`src/design/sbmpd_pkg.sv`:
```
`timescale 1ns / 1ps
// ----------------------------------------------------------------------------
// sbmpd_pkg
// Shared widths, codes and reset values of the shot break median peak
// detector.
// ----------------------------------------------------------------------------
package sbmpd_pkg;

   localparam int DIST_W   = 20;
   localparam int FACTOR_W = 4;
   localparam int GAP_W    = 8;
   localparam int SHOT_W   = 16;
   localparam int CMD_W    = 2;
   localparam int CSR_IDX_W  = 2;
   localparam int CSR_DATA_W = 20;

   localparam int DEF_WINDOW     = 9;
   localparam int DEF_RING_MULT  = 8;
   localparam int DEF_FRAME_BITS = 24;
   localparam int DEF_TIME_BITS  = 32;

   localparam logic [CMD_W-1:0] CMD_FRAME = 2'd0;
   localparam logic [CMD_W-1:0] CMD_DRAIN = 2'd1;
   localparam logic [CMD_W-1:0] CMD_END   = 2'd2;
   localparam logic [CMD_W-1:0] CMD_RSVD  = 2'd3;

   localparam logic [CSR_IDX_W-1:0] CSR_ENTRY_FACTOR = 2'd0;
   localparam logic [CSR_IDX_W-1:0] CSR_MIN_DISTANCE = 2'd1;
   localparam logic [CSR_IDX_W-1:0] CSR_GAP_LIMIT    = 2'd2;

   localparam logic [FACTOR_W-1:0] RST_ENTRY_FACTOR = 4'd2;
   localparam logic [DIST_W-1:0]   RST_MIN_DISTANCE = 20'd65536;
   localparam logic [GAP_W-1:0]    RST_GAP_LIMIT    = 8'd10;

endpackage

```
`src/design/sbmpd_median.sv`:
```
`timescale 1ns / 1ps
// ----------------------------------------------------------------------------
// sbmpd_median
// Upper median by rank counting: each candidate is swept against the ring
// through one shared comparator until its rank covers the middle position.
// ----------------------------------------------------------------------------
module sbmpd_median #(
   parameter int DEPTH = sbmpd_pkg::DEF_WINDOW * sbmpd_pkg::DEF_RING_MULT
) (
   input  logic                           clock,
   input  logic                           reset,
   input  logic                           start,
   input  logic [$clog2(DEPTH)-1:0]       head,
   input  logic [$clog2(DEPTH+1)-1:0]     count,
   input  logic [sbmpd_pkg::DIST_W-1:0]   rd_data,
   output logic [$clog2(DEPTH)-1:0]       rd_addr,
   output logic                           done,
   output logic [sbmpd_pkg::DIST_W-1:0]   median
);

   localparam int IDX_W = $clog2(DEPTH);
   localparam int CNT_W = $clog2(DEPTH + 1);

   localparam logic [2:0] M_IDLE   = 3'd0;
   localparam logic [2:0] M_CAND   = 3'd1;
   localparam logic [2:0] M_CLATCH = 3'd2;
   localparam logic [2:0] M_SWEEP  = 3'd3;
   localparam logic [2:0] M_CHECK  = 3'd4;

   logic [2:0]                   state_ff, state_in;
   logic [CNT_W-1:0]             cand_ff, cand_in;
   logic [CNT_W-1:0]             j_ff, j_in;
   logic [CNT_W-1:0]             less_ff, less_in;
   logic [CNT_W-1:0]             leq_ff, leq_in;
   logic                         pipe_ff, pipe_in;
   logic [sbmpd_pkg::DIST_W-1:0] cval_ff, cval_in;
   logic [sbmpd_pkg::DIST_W-1:0] med_ff, med_in;
   logic                         done_ff, done_in;
   logic [CNT_W-1:0]             mid;

   function automatic logic [IDX_W-1:0] wrap(input logic [IDX_W-1:0] base,
                                             input logic [CNT_W-1:0] ofs);
      logic [CNT_W:0] sum;
      sum = (CNT_W+1)'(base) + (CNT_W+1)'(ofs);
      if (sum >= (CNT_W+1)'(DEPTH)) sum = sum - (CNT_W+1)'(DEPTH);
      return sum[IDX_W-1:0];
   endfunction

   assign mid = count >> 1;

   always_comb begin
      state_in = state_ff;
      cand_in  = cand_ff;
      j_in     = j_ff;
      less_in  = less_ff;
      leq_in   = leq_ff;
      pipe_in  = pipe_ff;
      cval_in  = cval_ff;
      med_in   = med_ff;
      done_in  = 1'b0;
      rd_addr  = wrap(head, cand_ff);
      case (state_ff)
         M_IDLE: begin
            if (start) begin
               cand_in  = '0;
               state_in = M_CAND;
            end
         end
         M_CAND: begin
            state_in = M_CLATCH;
         end
         M_CLATCH: begin
            cval_in  = rd_data;
            j_in     = '0;
            less_in  = '0;
            leq_in   = '0;
            pipe_in  = 1'b0;
            state_in = M_SWEEP;
         end
         M_SWEEP: begin
            rd_addr = wrap(head, j_ff);
            if (pipe_ff) begin
               if (rd_data < cval_ff)  less_in = less_ff + 1'b1;
               if (rd_data <= cval_ff) leq_in  = leq_ff + 1'b1;
            end
            if (j_ff != count) begin
               j_in    = j_ff + 1'b1;
               pipe_in = 1'b1;
            end else begin
               pipe_in = 1'b0;
               if (!pipe_ff) state_in = M_CHECK;
            end
         end
         M_CHECK: begin
            if (less_ff <= mid && mid < leq_ff) begin
               med_in   = cval_ff;
               done_in  = 1'b1;
               state_in = M_IDLE;
            end else begin
               cand_in  = cand_ff + 1'b1;
               state_in = M_CAND;
            end
         end
         default: begin
            state_in = M_IDLE;
         end
      endcase
   end

   always_ff @(posedge clock) begin
      if (reset) begin
         state_ff <= M_IDLE;
         done_ff  <= 1'b0;
      end else begin
         state_ff <= state_in;
         done_ff  <= done_in;
      end
      cand_ff <= cand_in;
      j_ff    <= j_in;
      less_ff <= less_in;
      leq_ff  <= leq_in;
      pipe_ff <= pipe_in;
      cval_ff <= cval_in;
      med_ff  <= med_in;
   end

   assign done   = done_ff;
   assign median = med_ff;

endmodule

```
`config.mk`:
```
export PLATFORM = sky130hd
export DESIGN_NAME = sbmpd_median
export DESIGN_NICKNAME = d
export VERILOG_FILES = /design/src/design/sbmpd_pkg.sv /design/src/design/sbmpd_median.sv
export SDC_FILE = /design/constraint.sdc
export NUM_CORES = 1
export LEC_CHECK = 0
export ABC_AREA = 1
export BUFFER_PORTS_ARGS = -buffer_cell sky130_fd_sc_hd__buf_4
export CAP_MARGIN = 20
export CORE_MARGIN = 4
export CORE_UTILIZATION = 25
export DETAILED_ROUTE_END_ITERATION = 12
export PLACE_DENSITY = 0.51
export SYNTH_ARGS = -nofsm -noshare
export SYNTH_HDL_FRONTEND = slang
export SYNTH_SLANG_ARGS = --single-unit
export TNS_END_PERCENT = 100
```
`constraint.sdc`:
```
create_clock -name clock -period 5 [get_ports clock]
set_input_delay 1.25 -clock clock [delete_from_list [all_inputs] [get_ports clock]]
set_output_delay 1.25 -clock clock [all_outputs]
set_load 0.03 [all_outputs]
```
-- Word-level counts from Yosys, hierarchy flattened
Index checks and enable logic that the tools add are counted.
- memories kept: 0
- latch bits: 0
- bits in registers: 73
- output and inout bits: 28
- memory bits (read-only): 0
- input port bits: 37
- logic and storage cells: 70
- RAM bits: 0
- equality and inequality tests: 13
- divide/modulo/power cells: 0
- reduce and logical (&&, ||, !) cells: 11
- multiply operators: 0
- add/sub/neg operators: 8
- multiplexer cells: 22
- magnitude comparators: 6
- bitwise operators: 1
- shift operators: 0
- operators with widths (operator ; count):
    two-way mux 7 bit ; 10
    case mux 7 bit (2 select lines) ; 4
    adder 7 x 1 -> 7 bit (second input constant) ; 4
    <= comparator 20 bit ; 1
    less-than comparator 20 bit ; 1
    adder 7 x 7 -> 8 bit ; 2
    greater-or-equal comparator 8 x 7 -> 1 bit (second input constant) ; 2
    inequality test 2 bit (second input constant) ; 8
    case mux 3 bit (5 select lines) ; 1
    subtractor 7 bit (second input constant) ; 2
    AND reduction 3 bit ; 4
    two-way mux 3 bit ; 3
    <= comparator 7 x 6 -> 1 bit ; 1
    less-than comparator 6 x 7 -> 1 bit ; 1
    inequality test 7 bit ; 1
    equality test 3 x 2 -> 1 bit (second input constant) ; 2
    AND reduction 2 bit ; 2
    nonzero test 2 bit ; 2
    equality test 3 x 1 -> 1 bit (second input constant) ; 1
    equality test 3 bit (second input constant) ; 1
    logical NOT 3 bit ; 1
    two-way mux 1 bit ; 3
    case mux 1 bit (2 select lines) ; 1
    OR reduction 2 bit ; 1
    other kinds (2) ; 2

-- Depth between registers and ports, before layout
- word-level depth: 4
- mapped depth: 16
- gate-level depth less buffers: 16

-- Worst setup path before layout
OpenSTA, ideal clock, no wires.
- path kind: input to output
- start point: in head[0]
- end point: out rd_addr[5]
- path slack: 0.758 ns
- arrival time: 2.992 ns
- stages: 16
- required time: 3.750 ns
- path buffers: 0
- path through: ha_1 inv_1 fa_1 inv_1 nand3_1 nand2_1 nand2_1 nand2_1 inv_1 ha_1 nand3b_1 nand2_1 inv_2 nand2_1 nand3_1 nand2_1
- cells in the longest elaborated chain, start to end: 4
- elaborated cells between the ends (all ways): 9
- those cells by class: add/sub (4); order compare (2); mux (3)
- RTL lines (what ; RTL line ; source):
    from (decl) ; sbmpd_median.sv:13 ; input logic [$clog2(DEPTH)-1:0] head,
    adder 7 x 7 -> 8 bit ; sbmpd_median.sv:44 ; sum = (CNT_W+1)'(base) + (CNT_W+1)'(ofs);
    subtractor 7 bit / greater-or-equal comparator 8 x 7 -> 1 bit (equally long branches) ; sbmpd_median.sv:45 ; if (sum >= (CNT_W+1)'(DEPTH)) sum = sum - (CNT_W+1)'(DEPTH);
    two-way mux 7 bit ; sbmpd_median.sv:45 ;
    two-way mux 7 bit * ; sbmpd_median.sv:62 ; case (state_ff)
    to (decl) ; sbmpd_median.sv:16 ; output logic [$clog2(DEPTH)-1:0] rd_addr,
Mark *: on every way between the ends. The rest lies on a longest branch, timed or not.

-- Worst setup path in the final report
Same ends and word-level chain as after synthesis.

==> flow_summary.yaml <==
floorplanning:
  die_h_um: 145
  rows: 49
  io_pins: 65
  core_area_um2: 18200
  die_w_um: 145
  fp.dieArea_um2: 21000
  start_util_pct: 25.7
global_routing:
  grt_usage_pct: 10.4
  grt_overflow: 0
  grt_pass1_wl_um: 17400
  grt_max_degree: 21
  grt_pass1_vias: 3706
  antenna_found_initial: 0
yosys:
  synth_warnings: 0
  synth-edff-count: 69
  yosys_register_bits: 73
  synthTopCellsByArea: "edfxtp_1, ha_1, nand2_1"
  synthTopCellsByCount: "nand2_1, inv_1, edfxtp_1"
  synthesis.nets: 615
  synth_cell_types: 36
  syn-cell-area_um2: 4680
  synth_flop_cell: "edfxtp_1"
  synth_seq_area_share_pct: 46.0
  yosysTopAreaCellShare_pct: 44.3
  synthCells: 525
  yosysMostFrequentCell: "nand2_1"
  avgSynthCellArea_um2: 8.91
  async_reset_ff_share_pct: 0
  yosysTopAreaCell: "edfxtp_1"
placement:
  port_buffers: 64
  dpl.cell_count: 817
  hpwl_um: 8440
  routabilityCongestion: 0.881
sta:
  holdWs_ns: 0.443
  tightest_slew_ns: 0.829
  period_share_pct: 89.7
  relSlewSlack_pct: 44.7
  finalSetupViolations: 0
  hold_viol_final: 0
  min_period_ns: 4.48
  rsz0062_at_grt: "false"
  fin_skew_ns: 0.00887
  timing.setup.tns_ns: 0
  max_clock_freq_mhz: 223
  drv_slew: 0
routing:
  drt_wl_total_um: 10500
  first_iter_violations: 127
  dr_total_vias: 3668
  routedWlPerCell_um: 12.6
  drt-vias-per-instance: 4.40
  drc_errors: 0
  firstDrtPassIters: 4
  antenna_left: 0
clock_network:
  cts_buffers: 9
  clk_latency_ns: 0.33
  cts_setup_buffers: 0
  clock-sinks: 73
  hold_buffers: 0
  clkTransAtPathRegs_ns: 0.06
  cts_buffer_depth: 2
  cts_resized: 0
  htree_levels: 3
  ctsRootBufferMaster: "clkbuf_16"
  cts_tree: "yes"
final_layout:
  fin_nets: 690
  syn2layout_area_growth_pct: 23.4
  drive_gt1_share_pct: 17.7
  final_cell_count_no_fill: 834
  antenna_cells: 0
critical_path:
  critPathCaptureType: "primary output"
  cp_num_buf_inv: 6
  arrival_ns: 3.23
  worstSetupPathType: "in -> out"
  crit_slowest_cell: "fa_1"
  crit_chain: "buf_4 -> ha_1 -> inv_1 -> fa_1 -> inv_1 -> nand3_1 -> nand2_1 -> nand2_1 -> nand2_1 -> inv_1 -> ha_1 -> nand3b_1 -> nand2_1 -> inv_2 -> nand2_1 -> nand3_1 -> nand2_1 -> buf_4"
  cp_top_family: "adder cells"
  crit_path_frequent_cell: "nand2_1"
  cp-start-kind: "input port"
  critPathMaxStageDelay_ns: 0.39
  path_max_fanout: 3
  cp.required_ns: 3.75
power:
  p_leak_nw: 2.65
  p_per_area_nw_per_um2: 400
  power_w: 0.00231
  ir_drop_mv: 0.183
outcome:
  status: "completed"
run:
  drv_cap: 0
min_path:
  min_path_type: "reg -> reg"
[cell type report]
class	instances	area, um^2
Clock inverter	7	103
Inverter	97	364
Sequential cell	73	2150
Multi-Input combinational cell	352	2150
Tap cell	229	287
Timing Repair Buffer	67	500
Fill cell	1843	12400
Clock buffer	9	225
[metal layers]
metal  wire length (um)  track usage, %  up-vias
met3                720            3.09       14
met5                  0               0        -
met4                171            3.68        0
met1               4700            12.9     1652
li1                   -               -     1920
met2               4930            17.3       82
[per-stage QoR]
stage          util, %  cell area (um^2)  setup WS [ns]
2_1_floorplan        -              4680          0.758
3_3_place_gp      29.9              5440          0.541
3_5_place_dp      29.9              5440          0.515
4_1_cts           31.7              5770          0.512
5_1_grt           31.7              5780          0.269
6_report          31.7              5780          0.515
[final timing paths]
check                                start  depth (start not counted)  slack [ns]    endpoint
worst min-delay path            cval_ff[4]                          0        0.44   median[4]
worst max-delay path               head[0]                         18        0.52  rd_addr[5]
worst max register to register   leq_ff[4]                          7        2.52  median[14]
worst min register to register  cval_ff[4]                          0        0.44   median[4]
[power breakdown]
group | switching (W) | leakage, nW | internal, W
clock | 0.000262 | 0.162 | 0.000443
combinational | 0.000498 | 1.81 | 0.000289
sequential | 0.0000534 | 0.680 | 0.000766
[flip-flops by register name (all words and copies together) (netlist names)]
register,flops
cand_ff,7
cval_ff,20
median,20
j_ff,7
state_ff,3
leq_ff,7
less_ff,7
done,1
pipe_ff,1
[cells in the final DEF (no fill, tap or decap), drive strengths merged, types with 5 or more instances in the layout]
master and n:
buf 67, nand4 10, ha 51, nand2 105, clkinv 5, o21ai 21
inv 97, edfxtp 69, nor3 7, nand3 43, a21oi 39, clkbuf 9
nor2 46, xor2 5
[worst register-to-register path, stage by stage (launching register included)]
cell,delay (ns)
edfxtp_1,0.39
inv_1,0.13
ha_1,0.26
a21oi_1,0.14
o21ai_0,0.09
a21oi_1,0.25
nand3_1,0.19
inv_1,0.64
[cells by family (layout without fill, tap and decap cells)]
group,count (synthesis),after routing,share of synthesized area [%]
flops,73,73,46.0
xor+xnor,7,7,1.31
fa+ha+maj,53,53,14.5
compound gates,67,67,7.78
buf+inv,100,180,8.16
simple gates,224,224,22.1
mux,1,1,0.214
Power figures use the tool's default switching activity.
